### config.mk
export PLATFORM = sky130hd
export DESIGN_NAME = modbus_rtu_read_regs_master_unit
export DESIGN_NICKNAME = d
export VERILOG_FILES = /design/src/mbrm_pkg.sv /design/src/modbus_rtu_read_regs_master_unit.sv /design/src/mbrm_tx.sv /design/src/mbrm_rx.sv
export SDC_FILE = /design/constraint.sdc
export NUM_CORES = 1
export LEC_CHECK = 0
export BUFFER_PORTS_ARGS = -buffer_cell sky130_fd_sc_hd__buf_2
export CORE_ASPECT_RATIO = 0.5
export CORE_UTILIZATION = 54
export DETAILED_ROUTE_END_ITERATION = 7
export PLACE_DENSITY = 0.74
export SYNTH_ARGS = -nofsm -noshare
export SYNTH_HDL_FRONTEND = slang
export SYNTH_SLANG_ARGS = --single-unit
### constraint.sdc
create_clock -name i_clk -period 5.75 [get_ports i_clk]
set_clock_uncertainty 0.1 [all_clocks]
set_input_delay 1.15 -clock i_clk [delete_from_list [all_inputs] [get_ports i_clk]]
set_output_delay 1.15 -clock i_clk [all_outputs]
set_load 0.02 [all_outputs]
### src/mbrm_pkg.sv
// ----------------------------------------------------------------------------
// mbrm_pkg
// Shared types, codes and the CRC-16/Modbus byte update for the read-holding-
// registers master.
// ----------------------------------------------------------------------------
package mbrm_pkg;

    // item selector codes on the input tuser
    localparam logic [1:0] OP_START   = 2'd0;
    localparam logic [1:0] OP_RX_BYTE = 2'd1;
    localparam logic [1:0] OP_TIMEOUT = 2'd2;

    // result kind on the output tuser
    localparam logic KIND_TX     = 1'b0;
    localparam logic KIND_REPORT = 1'b1;

    // report status codes
    localparam logic [1:0] ST_OK      = 2'd0;
    localparam logic [1:0] ST_TIMEOUT = 2'd1;
    localparam logic [1:0] ST_CRC_ERR = 2'd2;

    // configuration register indexes
    localparam logic CFG_SLAVE_ADDR = 1'b0;
    localparam logic CFG_FUNC_CODE  = 1'b1;

    localparam logic [7:0]  SLAVE_ADDR_RST = 8'h01;
    localparam logic [7:0]  FUNC_CODE_RST  = 8'h03;
    localparam logic [15:0] CRC_INIT       = 16'hFFFF;
    localparam logic [15:0] CRC_POLY       = 16'hA001;
    localparam logic [7:0]  FRAME_PAD      = 8'h00;
    localparam logic [3:0]  RSP_BASE_LEN   = 4'd5;

    // frame byte positions
    localparam logic [2:0] FB_ADDR    = 3'd0;
    localparam logic [2:0] FB_FUNC    = 3'd1;
    localparam logic [2:0] FB_REG_HI  = 3'd2;
    localparam logic [2:0] FB_REG_LO  = 3'd3;
    localparam logic [2:0] FB_PAD     = 3'd4;
    localparam logic [2:0] FB_COUNT   = 3'd5;
    localparam logic [2:0] FB_CRC_LO  = 3'd6;
    localparam logic [2:0] FB_CRC_HI  = 3'd7;

    typedef struct packed {
        logic        valid;
        logic [1:0]  status;
        logic [31:0] value;
    } t_rpt;

    typedef struct packed {
        logic       busy;
        logic [7:0] data;
        logic       last;
    } t_tx;

    // one byte of CRC-16/Modbus, lsb first
    function automatic logic [15:0] crc_byte(input logic [15:0] crc_in,
                                             input logic [7:0]  b);
        logic [15:0] c;
        c = crc_in ^ {8'h00, b};
        for (int k = 0; k < 8; k++) begin
            if (c[0]) begin
                c = (c >> 1) ^ CRC_POLY;
            end else begin
                c = c >> 1;
            end
        end
        return c;
    endfunction

endpackage

### src/modbus_rtu_read_regs_master_unit.sv
// ----------------------------------------------------------------------------
// modbus_rtu_read_regs_master_unit
// Modbus RTU master for read holding registers, one or two registers.
//
// Input stream: tuser carries the item kind (start request, received byte,
// receive timeout). A start item produces eight transmit beats (address,
// function, start register, 0x00, count, crc low, crc high; tlast on the
// eighth) and arms the receiver. Received bytes are counted; when the
// expected length is in, one report beat comes out with status ok and the
// value, or crc mismatch. A timeout while armed gives a timeout report.
// Output beats have tuser = 0 for transmit bytes and 1 for reports.
// The first transmit byte passes the sequencer state and the output register;
// a report goes straight to the output register unless it must park first.
// Throughput: items with at most one result are taken every cycle; a start
// item occupies the frame sequencer for eight output beats, so the next
// start (or any item while a report is parked) waits for that drain.
// Reset clears the receiver (idle), the sequencer and both configuration
// registers to address 1 and function 3. When the output receiver stalls,
// the output register holds its beat and one report can park behind it.
// ----------------------------------------------------------------------------
module modbus_rtu_read_regs_master_unit (
    input  logic        i_clk,
    input  logic        i_rst_n,
    // configuration write port
    input  logic        i_cfg_we,
    input  logic        i_cfg_addr,
    input  logic [7:0]  i_cfg_wdata,
    // input stream
    input  logic        i_s_axis_tvalid,
    output logic        o_s_axis_tready,
    input  logic [31:0] i_s_axis_tdata,   // first_reg[15:0], num_regs[17:16], rx_byte[25:18]
    input  logic [1:0]  i_s_axis_tuser,   // op[1:0]
    // output stream
    output logic        o_m_axis_tvalid,
    input  logic        i_m_axis_tready,
    output logic [47:0] o_m_axis_tdata,   // tx_byte[7:0], status[9:8], value[41:10]
    output logic        o_m_axis_tuser,   // kind[0]
    output logic        o_m_axis_tlast
);

    logic [7:0]  r_slave_addr;
    logic [7:0]  r_func_code;

    logic [1:0]  in_op;
    logic [15:0] in_first_reg;
    logic [1:0]  in_num_regs;
    logic [7:0]  in_rx_byte;
    logic        s_acc;
    logic        tx_start;

    mbrm_pkg::t_tx  tx;
    mbrm_pkg::t_rpt rpt;

    logic        r_rpt_valid;
    logic [1:0]  r_rpt_status;
    logic [31:0] r_rpt_value;

    logic        r_m_valid, n_m_valid;
    logic        r_m_kind, n_m_kind;
    logic [7:0]  r_m_byte, n_m_byte;
    logic        r_m_last, n_m_last;
    logic [1:0]  r_m_status, n_m_status;
    logic [31:0] r_m_value, n_m_value;

    logic        out_free;
    logic        tx_adv;
    logic        rpt_from_reg;
    logic        rpt_direct;

    assign in_op        = i_s_axis_tuser;
    assign in_first_reg = i_s_axis_tdata[15:0];
    assign in_num_regs  = i_s_axis_tdata[17:16];
    assign in_rx_byte   = i_s_axis_tdata[25:18];

    // a parked report blocks everything; a start also waits for the sequencer
    assign o_s_axis_tready = !r_rpt_valid && !(tx.busy && in_op == mbrm_pkg::OP_START);
    assign s_acc           = i_s_axis_tvalid && o_s_axis_tready;
    assign tx_start        = s_acc && in_op == mbrm_pkg::OP_START;

    always_ff @(posedge i_clk) begin
        if (!i_rst_n) begin
            r_slave_addr <= mbrm_pkg::SLAVE_ADDR_RST;
            r_func_code  <= mbrm_pkg::FUNC_CODE_RST;
        end else if (i_cfg_we) begin
            unique case (i_cfg_addr)
                mbrm_pkg::CFG_SLAVE_ADDR: r_slave_addr <= i_cfg_wdata;
                mbrm_pkg::CFG_FUNC_CODE:  r_func_code  <= i_cfg_wdata;
                default:                  r_slave_addr <= r_slave_addr;
            endcase
        end
    end

    mbrm_tx u_tx (
        .i_clk        (i_clk),
        .i_rst_n      (i_rst_n),
        .i_start      (tx_start),
        .i_slave_addr (r_slave_addr),
        .i_func_code  (r_func_code),
        .i_first_reg  (in_first_reg),
        .i_num_regs   (in_num_regs),
        .i_adv        (tx_adv),
        .o_tx         (tx)
    );

    mbrm_rx u_rx (
        .i_clk       (i_clk),
        .i_rst_n     (i_rst_n),
        .i_acc       (s_acc),
        .i_op        (in_op),
        .i_num_regs  (in_num_regs),
        .i_rx_byte   (in_rx_byte),
        .o_rpt       (rpt)
    );

    // frame bytes first, then a parked report, then a fresh one
    assign out_free     = !r_m_valid || i_m_axis_tready;
    assign tx_adv       = tx.busy && out_free;
    assign rpt_from_reg = !tx.busy && r_rpt_valid && out_free;
    assign rpt_direct   = !tx.busy && !r_rpt_valid && rpt.valid && out_free;

    always_comb begin
        n_m_valid  = r_m_valid;
        n_m_kind   = r_m_kind;
        n_m_byte   = r_m_byte;
        n_m_last   = r_m_last;
        n_m_status = r_m_status;
        n_m_value  = r_m_value;
        priority if (tx_adv) begin
            n_m_valid  = 1'b1;
            n_m_kind   = mbrm_pkg::KIND_TX;
            n_m_byte   = tx.data;
            n_m_last   = tx.last;
            n_m_status = mbrm_pkg::ST_OK;
            n_m_value  = '0;
        end else if (rpt_from_reg) begin
            n_m_valid  = 1'b1;
            n_m_kind   = mbrm_pkg::KIND_REPORT;
            n_m_byte   = 8'h00;
            n_m_last   = 1'b1;
            n_m_status = r_rpt_status;
            n_m_value  = r_rpt_value;
        end else if (rpt_direct) begin
            n_m_valid  = 1'b1;
            n_m_kind   = mbrm_pkg::KIND_REPORT;
            n_m_byte   = 8'h00;
            n_m_last   = 1'b1;
            n_m_status = rpt.status;
            n_m_value  = rpt.value;
        end else if (i_m_axis_tready) begin
            n_m_valid  = 1'b0;
        end
    end

    always_ff @(posedge i_clk) begin
        if (!i_rst_n) begin
            r_m_valid   <= 1'b0;
            r_rpt_valid <= 1'b0;
        end else begin
            r_m_valid <= n_m_valid;
            if (rpt.valid && !rpt_direct) begin
                r_rpt_valid <= 1'b1;
            end else if (rpt_from_reg) begin
                r_rpt_valid <= 1'b0;
            end
        end
    end

    always_ff @(posedge i_clk) begin
        r_m_kind   <= n_m_kind;
        r_m_byte   <= n_m_byte;
        r_m_last   <= n_m_last;
        r_m_status <= n_m_status;
        r_m_value  <= n_m_value;
        if (rpt.valid && !rpt_direct) begin
            r_rpt_status <= rpt.status;
            r_rpt_value  <= rpt.value;
        end
    end

    assign o_m_axis_tvalid = r_m_valid;
    assign o_m_axis_tdata  = {6'b0, r_m_value, r_m_status, r_m_byte};
    assign o_m_axis_tuser  = r_m_kind;
    assign o_m_axis_tlast  = r_m_last;

    // an accepted start keeps the sequencer busy in the next cycle
    a_start_busy: assert property (@(posedge i_clk) disable iff (!i_rst_n)
        tx_start |=> tx.busy)
        else $error("start taken but sequencer idle");

    // a new report never lands while one is already parked
    a_no_rpt_overrun: assert property (@(posedge i_clk) disable iff (!i_rst_n)
        r_rpt_valid |-> !rpt.valid)
        else $error("report lost behind parked report");

    // a report beat is always marked last
    a_rpt_last: assert property (@(posedge i_clk) disable iff (!i_rst_n)
        r_m_valid && r_m_kind == mbrm_pkg::KIND_REPORT |-> r_m_last)
        else $error("report beat without tlast");

endmodule

### src/mbrm_tx.sv
// ----------------------------------------------------------------------------
// mbrm_tx
// Request frame sequencer: walks the eight frame bytes one per output beat
// and folds each header byte into the frame CRC as it goes out.
// ----------------------------------------------------------------------------
module mbrm_tx (
    input  logic        i_clk,
    input  logic        i_rst_n,
    input  logic        i_start,
    input  logic [7:0]  i_slave_addr,
    input  logic [7:0]  i_func_code,
    input  logic [15:0] i_first_reg,
    input  logic [1:0]  i_num_regs,
    input  logic        i_adv,
    output mbrm_pkg::t_tx o_tx
);

    logic        r_busy, n_busy;
    logic [2:0]  r_idx, n_idx;
    logic [15:0] r_crc, n_crc;
    logic [7:0]  r_addr;
    logic [7:0]  r_func;
    logic [15:0] r_reg;
    logic [1:0]  r_cnt;
    logic [7:0]  cur_byte;

    always_comb begin
        unique case (r_idx)
            mbrm_pkg::FB_ADDR:   cur_byte = r_addr;
            mbrm_pkg::FB_FUNC:   cur_byte = r_func;
            mbrm_pkg::FB_REG_HI: cur_byte = r_reg[15:8];
            mbrm_pkg::FB_REG_LO: cur_byte = r_reg[7:0];
            mbrm_pkg::FB_PAD:    cur_byte = mbrm_pkg::FRAME_PAD;
            mbrm_pkg::FB_COUNT:  cur_byte = {6'b0, r_cnt};
            mbrm_pkg::FB_CRC_LO: cur_byte = r_crc[7:0];
            mbrm_pkg::FB_CRC_HI: cur_byte = r_crc[15:8];
            default:             cur_byte = mbrm_pkg::FRAME_PAD;
        endcase
    end

    always_comb begin
        n_busy = r_busy;
        n_idx  = r_idx;
        n_crc  = r_crc;
        if (i_start) begin
            n_busy = 1'b1;
            n_idx  = mbrm_pkg::FB_ADDR;
            n_crc  = mbrm_pkg::CRC_INIT;
        end else if (r_busy && i_adv) begin
            // crc bytes themselves are not folded in
            if (r_idx != mbrm_pkg::FB_CRC_LO && r_idx != mbrm_pkg::FB_CRC_HI) begin
                n_crc = mbrm_pkg::crc_byte(r_crc, cur_byte);
            end
            n_idx = r_idx + 3'd1;
            if (r_idx == mbrm_pkg::FB_CRC_HI) begin
                n_busy = 1'b0;
            end
        end
    end

    always_ff @(posedge i_clk) begin
        if (!i_rst_n) begin
            r_busy <= 1'b0;
            r_idx  <= mbrm_pkg::FB_ADDR;
            r_crc  <= mbrm_pkg::CRC_INIT;
        end else begin
            r_busy <= n_busy;
            r_idx  <= n_idx;
            r_crc  <= n_crc;
        end
    end

    always_ff @(posedge i_clk) begin
        if (i_start) begin
            r_addr <= i_slave_addr;
            r_func <= i_func_code;
            r_reg  <= i_first_reg;
            r_cnt  <= i_num_regs;
        end
    end

    assign o_tx.busy = r_busy;
    assign o_tx.data = cur_byte;
    assign o_tx.last = (r_idx == mbrm_pkg::FB_CRC_HI);

    // a new frame never starts on top of one still going out
    a_no_restart: assert property (@(posedge i_clk) disable iff (!i_rst_n)
        i_start |-> !r_busy)
        else $error("frame start while sequencer busy");

    // the sequencer only stops after the high crc byte
    a_stop_at_end: assert property (@(posedge i_clk) disable iff (!i_rst_n)
        $fell(r_busy) |-> $past(r_idx) == mbrm_pkg::FB_CRC_HI && $past(i_adv))
        else $error("frame cut short");

    // index only moves on an output beat or at a start
    a_idx_hold: assert property (@(posedge i_clk) disable iff (!i_rst_n)
        r_busy && !i_adv && !i_start |=> $stable(r_idx))
        else $error("frame index moved without a beat");

endmodule

### src/mbrm_rx.sv
// ----------------------------------------------------------------------------
// mbrm_rx
// Response receiver: counts response bytes, runs the CRC two bytes behind,
// captures the data bytes and raises a report at the end or on timeout.
// ----------------------------------------------------------------------------
module mbrm_rx (
    input  logic        i_clk,
    input  logic        i_rst_n,
    input  logic        i_acc,
    input  logic [1:0]  i_op,
    input  logic [1:0]  i_num_regs,
    input  logic [7:0]  i_rx_byte,
    output mbrm_pkg::t_rpt o_rpt
);

    logic        r_waiting, n_waiting;
    logic [3:0]  r_exp_len, n_exp_len;
    logic [3:0]  r_rcv_cnt, n_rcv_cnt;
    logic [15:0] r_crc, n_crc;
    logic [15:0] r_held, n_held;
    logic [31:0] r_data, n_data;
    logic        r_wide, n_wide;

    always_comb begin
        n_waiting = r_waiting;
        n_exp_len = r_exp_len;
        n_rcv_cnt = r_rcv_cnt;
        n_crc     = r_crc;
        n_held    = r_held;
        n_data    = r_data;
        n_wide    = r_wide;
        o_rpt     = '0;
        if (i_acc) begin
            unique case (i_op)
                mbrm_pkg::OP_START: begin
                    n_waiting = 1'b1;
                    n_exp_len = mbrm_pkg::RSP_BASE_LEN + {1'b0, i_num_regs, 1'b0};
                    n_rcv_cnt = 4'd0;
                    n_crc     = mbrm_pkg::CRC_INIT;
                    n_held    = '0;
                    n_data    = '0;
                    n_wide    = (i_num_regs == 2'd2);
                end
                mbrm_pkg::OP_RX_BYTE: begin
                    if (r_waiting) begin
                        // crc trails by two bytes so the last two are the check
                        if (r_rcv_cnt >= 4'd2) begin
                            n_crc = mbrm_pkg::crc_byte(r_crc, r_held[15:8]);
                        end
                        n_held = {r_held[7:0], i_rx_byte};
                        unique case (r_rcv_cnt)
                            4'd3:    n_data[31:24] = i_rx_byte;
                            4'd4:    n_data[23:16] = i_rx_byte;
                            4'd5:    n_data[15:8]  = i_rx_byte;
                            4'd6:    n_data[7:0]   = i_rx_byte;
                            default: n_data        = r_data;
                        endcase
                        n_rcv_cnt = r_rcv_cnt + 4'd1;
                        if (n_rcv_cnt == r_exp_len) begin
                            n_waiting   = 1'b0;
                            o_rpt.valid = 1'b1;
                            // check bytes arrive low byte first
                            if ({i_rx_byte, r_held[7:0]} != n_crc) begin
                                o_rpt.status = mbrm_pkg::ST_CRC_ERR;
                            end else begin
                                o_rpt.status = mbrm_pkg::ST_OK;
                                o_rpt.value  = r_wide ? n_data : {16'h0000, n_data[31:16]};
                            end
                        end
                    end
                end
                mbrm_pkg::OP_TIMEOUT: begin
                    if (r_waiting) begin
                        n_waiting    = 1'b0;
                        o_rpt.valid  = 1'b1;
                        o_rpt.status = mbrm_pkg::ST_TIMEOUT;
                    end
                end
                default: begin
                    n_waiting = r_waiting;
                end
            endcase
        end
    end

    always_ff @(posedge i_clk) begin
        if (!i_rst_n) begin
            r_waiting <= 1'b0;
            r_exp_len <= 4'd0;
            r_rcv_cnt <= 4'd0;
            r_crc     <= mbrm_pkg::CRC_INIT;
            r_held    <= '0;
            r_data    <= '0;
            r_wide    <= 1'b0;
        end else begin
            r_waiting <= n_waiting;
            r_exp_len <= n_exp_len;
            r_rcv_cnt <= n_rcv_cnt;
            r_crc     <= n_crc;
            r_held    <= n_held;
            r_data    <= n_data;
            r_wide    <= n_wide;
        end
    end

    // a report only comes out of an outstanding request
    a_rpt_needs_wait: assert property (@(posedge i_clk) disable iff (!i_rst_n)
        o_rpt.valid |-> r_waiting)
        else $error("report without outstanding request");

    // the byte count never reaches the expected length while still waiting
    a_cnt_below_len: assert property (@(posedge i_clk) disable iff (!i_rst_n)
        r_waiting |-> r_rcv_cnt < r_exp_len)
        else $error("receive count overran expected length");

    // a report closes the outstanding request
    a_rpt_closes: assert property (@(posedge i_clk) disable iff (!i_rst_n)
        o_rpt.valid |=> !r_waiting)
        else $error("request still open after report");

endmodule
# --- Word level (Yosys, flattened, before mapping) ---
# Index checks and enable logic that the tools add are counted.
totals:
  memories: 0
  rom_bits: 0
  ff_bits: 224
  ramBits: 0
  latch_bits: 0
op_classes:
  addsub: 3
  mux: 113
  order_cmp: 1
  shift: 0
  mul: 0
  reduce_logical: 37
  n_bitwise: 20
  div: 0
  eq_ne: 19
ops:
  columns: ["op", "n"]
  rows:
  - ["16-bit two-way mux", 71]
  - ["32-bit two-way mux", 6]
  - ["35-bit two-way mux", 3]
  - ["16-bit one-hot mux with 2 select lines", 2]
  - ["32-bit one-hot mux with 2 select lines", 1]
  - ["8-bit one-hot mux with 8 select lines", 1]
  - ["8-bit two-way mux", 7]
  - ["2-bit NOT with 3-bit output", 16]
  - ["16-bit by 8-bit bitwise XOR with 16-bit output", 2]
  - ["16-bit != test", 1]
  - ["1-bit two-way mux", 14]
  - ["1-bit logical AND", 13]
  - ["3-bit == test, second input constant", 4]
  - ["4-bit by 3-bit == test with 1-bit output, second input constant", 3]
  - ["2-bit AND reduction", 6]
  - ["2-bit nonzero test", 5]
  - ["4-bit one-hot mux with 2 select lines", 1]
  - ["3-bit by 2-bit == test with 1-bit output, second input constant", 2]
  - ["2-bit two-way mux", 3]
  - ["3-bit != test, second input constant", 2]
  - ["3-bit one-hot mux with 2 select lines", 1]
  - ["3-bit nonzero test", 2]
  - ["1-bit zero test", 5]
  - ["3-bit by 3-bit adder with 4-bit output, first input constant", 1]
  - ["other kinds (19)", 21]

# --- Depth between registers and ports, before layout ---
# Gate-level depths: netlist of run 1.
depth:
  depth_word: 60
  depth_mapped: 15
  depth_no_buf: 11

# --- By module ---
# Synthesis of run 1 repeated with hierarchy kept, for this count alone.
hier_totals:
  hier_cells: 1158
  hier_area_um2: 11350.9
by_module_without_submodules:
  columns: ["module", "area_each_um2", "instances", "cells_per_inst"]
  rows:
  - ["mbrm_rx", 4511.8, 1, 510]
  - ["modbus_rtu_read_regs_master_unit", 4299.1, 1, 419]
  - ["mbrm_tx", 2539.9, 1, 229]

# --- Least setup slack after synthesis of run 1 ---
# No wires, ideal clock.
synth_timing:
  path_type: "in2reg"
  from: "input i_s_axis_tuser[0]"
  to: "register r_rpt_status[0], enable pin"
  path_stages: 9
  arrival_ns: 4.379
  setup_time_ns: 0.438
  slack_ns: 0.832
  path_cell_list: "inv_1 > ha_1 > a21oi_1 > and2_1 > clkbuf_1 > nand2_1 > nor2_1 > nor2_1 > a21oi_1"
synth_between:
  elab_chain_cells: 10
  elab_cells_between_ends: 13
  classes_between: "eq/ne (2); mux (2); reduce/logical (9)"
synth_lines:
  columns: ["element", "line", "source"]
  rows:
  - ["from (decl)", "modbus_rtu_read_regs_master_unit.sv:32", "input logic [1:0] i_s_axis_tuser,"]
  - ["2-bit zero test (*)", "modbus_rtu_read_regs_master_unit.sv:76", "assign o_s_axis_tready = !r_rpt_valid && !(tx.busy && in_op == mbrm_pkg::OP_START);"]
  - ["1-bit logical AND (*)", "modbus_rtu_read_regs_master_unit.sv:76", null]
  - ["1-bit zero test (*)", "modbus_rtu_read_regs_master_unit.sv:76", null]
  - ["1-bit logical AND (*)", "modbus_rtu_read_regs_master_unit.sv:76", null]
  - ["named net o_s_axis_tready", "modbus_rtu_read_regs_master_unit.sv:30", "output logic o_s_axis_tready,"]
  - ["1-bit logical AND (*)", "modbus_rtu_read_regs_master_unit.sv:77", "assign s_acc = i_s_axis_tvalid && o_s_axis_tready;"]
  - ["35-bit two-way mux (*)", "mbrm_rx.sv:33", "if (i_acc) begin"]
  - ["1-bit logical AND (2 in series)", "modbus_rtu_read_regs_master_unit.sv:119", "assign rpt_direct = !tx.busy && !r_rpt_valid && rpt.valid && out_free;"]
  - ["1-bit zero test", "modbus_rtu_read_regs_master_unit.sv:174", "if (rpt.valid && !rpt_direct) begin"]
  - ["1-bit logical AND (*)", "modbus_rtu_read_regs_master_unit.sv:174", null]
  - ["to (signal assigned)", "modbus_rtu_read_regs_master_unit.sv:175", "r_rpt_status <= rpt.status;"]
  - ["to (decl)", "modbus_rtu_read_regs_master_unit.sv:55", "logic [1:0] r_rpt_status;"]
# Mark *: on every way through the listed nets, which the timed path passes. The rest lies on a longest branch.
# A chain may end at the register's enable or synchronous reset.

==> impl_results.md, run 1 <==
- Run status: finished, final reports clean
- Hold Slack: 0.332 ns
- I/O pin cnt: 100
- Max-Cap Viols: 0
- CTS Buf Count: 21
- # diodes: 0
- Die width: 197 microns
- 1st-iter DRT viols: 658
- Die height: 99.4 microns
- Sequential-to-total area share from yosys stat: 0.513
- CTS tree: yes
- Synth Register Bits: 224
- Syn Inst Count: 1052
- Core ar.: 18500 sq um
- Biggest regs: r_m_value (32), r_rpt_value (32), u_rx.r_data (32)
- Largest net degree at the start of global routing: 95
- VDD IR max: 204 uV
- Worst Path Required: 6.02 ns
- Mapped Area: 10200 sq um
- Initial core utilization: 0.554
- Crit Path Max Fanout: 22
- Detail Placement HPWL: 16800 microns
- Gr ovfl total: 0
- Final Slew Violations: 0
- Dominant synthesized flop cell: dfxtp_1
- RSZ-0062 raised after global routing: no
- Post-route clock period utilization: 0.677
- CP arrival: 4.16 ns
- Port bufs: 87
- DR pass1 iterations: 6
- DRC Markers: 0
- CP startpoint kind: register
- Post-route antenna net violation count: 0
- Global placer's final weighted congestion: 0.868
- Setup TNS: 0 ns
- Worst-path clk slew: 0.07 ns
- PostCTS Resize Cnt: 0
- Global-route wire length before repair: 40100 microns
- Critical Path Sink Type: register
- Antenna violations before repair: 0
- Worst slew pin tran: 1.16 ns
- Worst-Skew Late Latency: 0.52 ns
- Pwr Density: 300 nW/um^2
- Final WL: 25000 microns
- Vias in the first global route: 7560
- Class of the worst hold path: register to register
- WL/cell: 18.2 microns
- Final Hold Vio Count: 0
- Setup CP Type: register to register
- P&R area growth vs syn: 12.5%
- CTS H-tree lvls: 1
- Number of setup buffers added after CTS: 0
- Count of different cell masters after synthesis: 55
- Max clock buf depth: 3
- Total Routing Usage GR: 0.258
- Static leakage: 0.00409 uW
- Endpoints failing setup: 0
- Fmax: 257 MHz
- Post-synth ARST share: 0
- Via count: 7897
- # rows: 35
- Clk root buf: clkbuf_16
- Layout cells sized above 1: 0.151
- Nets@finish: 1163
- Syn Area/Cell: 9.74 sq um
- Yosys warns: 0
- Vias/cell: 5.74
- Min cycle time layout: 3.89 ns
- Number of enable flip-flop cells after synthesis: 77
- Die area: 19600 sq um
- Relative slew slack: 0.224
- CTS Sinks: 224
- # hold bufs at CTS: 0
## layout by cell type (no fill, tap or decap), types with 26 or more instances in the layout
cell type,count
nor2b_1,40
nor2_1,79
dfxtp_1,147
edfxtp_1,77
buf_2,87
nand2_1,165
o22ai_1,26
a21boi_0,34
a22oi_1,36
o21ai_0,37
nand3_1,36
xnor2_1,38
a32oi_1,32
## logic make-up after synthesis
family	share of synthesized area
fa+ha+maj	0.0159
mux	0.0436
simple gates	0.167
xor+xnor	0.0611
buf+inv	0.0385
compound gates	0.161
other cells	0.000366
flops	0.513
## metal layers
metal	wire length, microns	track usage	vias up
met1	11300	0.355	3772
met2	11500	0.427	254
met3	1740	0.0454	41
met4	490	0.0620	0
met5	0	0	-
li1	-	-	3830
## Yosys cell counts, types with 8 or more instances
master	number	area share
nor3_1	11	0.0054
nand3_1	36	0.018
ha_1	13	0.016
a22oi_1	36	0.026
o21ai_0	37	0.018
or3_1	17	0.010
a32oi_1	32	0.027
inv_1	15	0.0055
mux2i_1	21	0.021
and2_1	9	0.0055
dfxtp_1	147	0.29
edfxtp_1	77	0.23
clkbuf_1	61	0.022
o21ai_1	10	0.0049
xnor2_1	38	0.032
a21oi_1	20	0.0098
mux2_2	21	0.023
nor2_1	80	0.029
a21boi_0	34	0.025
nor2b_1	40	0.024
o22ai_1	26	0.016
o211ai_1	8	0.0059
xor2_1	20	0.017
nand2_1	165	0.060
## cell type report
| cell class | count | area [sq um] |
|---|---|---|
| multi-input combinational | 738 | 4630 |
| tap | 259 | 324 |
| fill | 1585 | 6960 |
| sequential | 224 | 5260 |
| clock inverter | 12 | 141 |
| timing repair buffer | 102 | 548 |
| inverter | 15 | 56.3 |
| clock buffer | 26 | 564 |
## where the power goes
part	internal [uW]	total, uW	switching, uW
clock network	837	1450	612
logic	124	316	192
registers	1670	1690	25.1
## critical path, cell delays in order (launching register included)
cell,delay [ns]
dfxtp_1,0.49
ha_1,0.30
or4_1,0.67
nand2_1,0.14
a32o_1,0.30
a31oi_1,0.21
nand4_1,0.14
nor4_2,0.48
nand3_1,0.22
or2_1,0.47
nor2_1,0.20
## per-stage QoR
step	cells	setup WS [ns]	power, uW	util	instance area (sq um)
2_1_floorplan	1057	0.832	1950	-	10300
3_3_place_gp	1338	1.54	2030	0.585	10800
3_5_place_dp	1338	1.35	2040	0.585	10800
4_1_cts	1376	1.89	3480	0.624	11500
5_1_grt	1376	1.58	3570	0.624	11500
6_report	1376	1.86	3460	0.624	11500
## worst paths after layout
path                                  start                  endpoint  slack [ns]  cells past startpoint
max          u_rx.r_rcv_cnt[1]$_SDFFE_PN0P_  r_rpt_value[1]$_DFFE_PP_        1.86                     10
min             r_func_code[0]$_SDFFE_PN1P_  u_tx.r_func[0]$_DFFE_PP_        0.33                      0
max reg2reg  u_rx.r_rcv_cnt[1]$_SDFFE_PN0P_  r_rpt_value[1]$_DFFE_PP_        1.86                     10
min reg2reg     r_func_code[0]$_SDFFE_PN1P_  u_tx.r_func[0]$_DFFE_PP_        0.33                      0
(Power assumes the default switching activity.)
==> run 2, diff against run 1 <==
- PLACE_DENSITY: 0.74 -> 0.77
- clock period: 5.75 -> 3.45 ns (I/O delays scaled with it)
==> run 2 against run 1 <==
Net effect:
- the run now ends with design-rule violations left
- worst hold slack worse by 0.077 ns
- combinational power increased by 74%
- global-route usage decreased by 0.22 points
==> impl_results.md, run 2 (synthesis results as in run 1) <==
- Largest net degree at the start of global routing: 84 (-12%)
- Biggest regs: r_m_value (32), r_rpt_value (32), u_rx.r_data (32)
- Vias/cell: 5.82 (+1.5%)
- Final instance area: 11600 sq um (+0.69%)
- Worst Hold Endpoint: u_tx.r_reg[12]$_DFFE_PP_
- Final Hold Vio Count: 0 (unchanged)
- Static leakage: 0.00414 uW (+1.2%)
- CTS tree: yes
- CP max-delay cell: a222oi_1
- Setup CP Type: register to register
- Max-Cap Viols: 0 (unchanged)
- Detail Placement HPWL: 17000 microns (+0.82%)
- Setup TNS: 0 ns (unchanged)
- Final WL: 24900 microns (-0.60%)
- WL/cell: 17.9 microns (-1.9%)
- Die area: 19600 sq um (unchanged)
- Critical R2R Launch: u_tx.r_idx[1]$_SDFFE_PP0P_
- Nets@finish: 1182 (+1.6%)
- Register-to-register setup slack: 0.13 ns (-1.72 ns)
- Post-route clock period utilization: 0.962 (+0.284)
- CP startpoint kind: register
- Reg2reg path depth: 10 (unchanged)
- Clk root buf: clkbuf_16
- # rows: 35 (unchanged)
- Most frequent cells in the layout: 165 x nand2_1, 147 x dfxtp_1, 87 x buf_2, 79 x nor2_1, 77 x edfxtp_1
- 1st-iter DRT viols: 761 (+16%)
- DR pass1 iterations: 7 (+1)
- Vias in the first global route: 7693 (+1.8%)
- Min cycle time layout: 3.32 ns (-0.577 ns)
- Global-route wire length before repair: 40100 microns (about the same)
- Worst-path clk slew: 0.07 ns (about the same)
- Antenna violations before repair: 0 (unchanged)
- CP arrival: 3.65 ns (-0.51 ns)
- Critical Path Sink Type: register
- Port bufs: 87 (unchanged)
- CTS H-tree lvls: 1 (unchanged)
- VDD IR max: 254 uV (+24%)
- Top Family by Delay on Critical Path: XOR/XNOR gates
- Max clock buf depth: 3 (unchanged)
- # hold bufs at CTS: 0 (unchanged)
- Via count: 8118 (+2.8%)
- Layout cells sized above 1: 0.166 (+0.0143)
- Endpoints failing setup: 0 (unchanged)
- Relative slew slack: 0.444 (+0.219)
- Worst hold path cell count: 1 (+1)
- R2r endpoint: u_tx.r_crc[0]$_SDFFE_PP1P_
- Worst slew pin tran: 0.834 ns (-0.327 ns)
- Crit Path Max Fanout: 10 (-55%)
- Hold Crit Start: i_s_axis_tdata[12]
- Die height: 99.4 microns (unchanged)
- I/O pin cnt: 100 (unchanged)
- Area after DPL: 11000 sq um (+1.5%)
- RSZ-0062 raised after global routing: no
- Fmax: 301 MHz (+17%)
- Core ar.: 18500 sq um (unchanged)
- Run status: finished, violations left
- Class of the worst hold path: primary input to register
- # diodes: 0 (unchanged)
- Gr ovfl total: 0 (unchanged)
- Global placer's final weighted congestion: 0.895 (+3.2%)
- DRC Markers: 2 (+2)
- Number of setup buffers added after CTS: 0 (unchanged)
- WP buf/inv: 0 (unchanged)
- Final Slew Violations: 0 (unchanged)
- Die width: 197 microns (unchanged)
- Commonest non-fill, non-tap cell in the layout: nand2_1
- Critical-path cell list: ha_1 > ha_1 > a222oi_1 > a31o_2 > xor2_1 > xnor2_1 > xnor2_1 > xnor2_2 > xnor3_1 > o21ai_1
- Post-route antenna net violation count: 0 (unchanged)
- Pwr Density: 473 nW/um^2 (+58%)
- Total Routing Usage GR: 0.256 (-0.00220)
- Worst setup path start: u_tx.r_idx[1]$_SDFFE_PP0P_
- Worst Path Required: 3.79 ns (-2.23 ns)
- Failing checks: design-rule violations
- Worst-Skew Late Latency: 0.51 ns (about the same)
- P&R area growth vs syn: 13.3%
- Initial core utilization: 0.554 (unchanged)
- CTS Sinks: 224 (unchanged)
- Max incr delay on CP: 0.45 ns (-0.22 ns)
- CTS Buf Count: 21 (unchanged)
[run 2: cell types whose count changed in the layout (fill, tap and decap cells not counted), moves of 2 or more]
cell	before	now
clkinvlp_4	0	2
clkinv_1	3	1
clkbuf_1	3	7
bufinv_16	3	0
buf_4	15	33
[run 2: metrics by stage]
stage / util / hold WS, ns / total power, uW / setup WS [ns] / std cells
global route: 0.628 / 0.238 / 5670 / 0.00156 / 1394
CTS: 0.627 / 0.249 / 5490 / 0.0969 / 1394
finish: 0.628 / 0.254 / 5490 / 0.133 / 1394
global placement: 0.594 / 0.317 / 3390 / 0.230 / 1357
floorplan: - / 0.308 / 3260 / 0.0606 / 1057
detailed placement: 0.594 / 0.319 / 3400 / 0.132 / 1357
[run 2: worst max-delay path by stage]
stage,to,slack (ns),cells past startpoint
finish,u_tx.r_crc[0]$_SDFFE_PP1P_,0.13,10
global route,u_tx.r_crc[0]$_SDFFE_PP1P_,0.002,10
floorplan,u_tx.r_crc[10]$_SDFFE_PP1P_,0.06,10
global placement,u_tx.r_crc[0]$_SDFFE_PP1P_,0.23,11
CTS,u_tx.r_crc[0]$_SDFFE_PP1P_,0.1,10
detailed placement,r_rpt_value[1]$_DFFE_PP_,0.13,9
[run 2: cell type report]
class | count | area, sq um
fillers | 1514 | 6880
repair buffers | 121 | 703
inverters | 15 | 60.1
clock buffers | 29 | 566
well taps | 259 | 324
flip-flops and latches | 224 | 5260
clock inverters | 8 | 45.0
multi-input cells | 738 | 4650
[run 2: metal layers]
metal | vias up | GRT usage | routed length (microns)
met3 | 39 | 0.0427 | 1820
met5 | - | 0 | 0
met2 | 318 | 0.420 | 11600
met1 | 3874 | 0.356 | 11100
met4 | 0 | 0.0620 | 450
li1 | 3887 | - | -
[run 2: power breakdown]
group / internal, uW / switching [uW]
combinational: 220 / 331
sequential: 2780 / 37.0
clock: 1150 / 976
[run 2: what timing repair did]
| item | in CTS | in global routing |
|---|---|---|
| setup endpoints to repair | 0 | 17 |
| resized for setup | 0 | 3 |
| hold endpoints to repair | 0 | 0 |
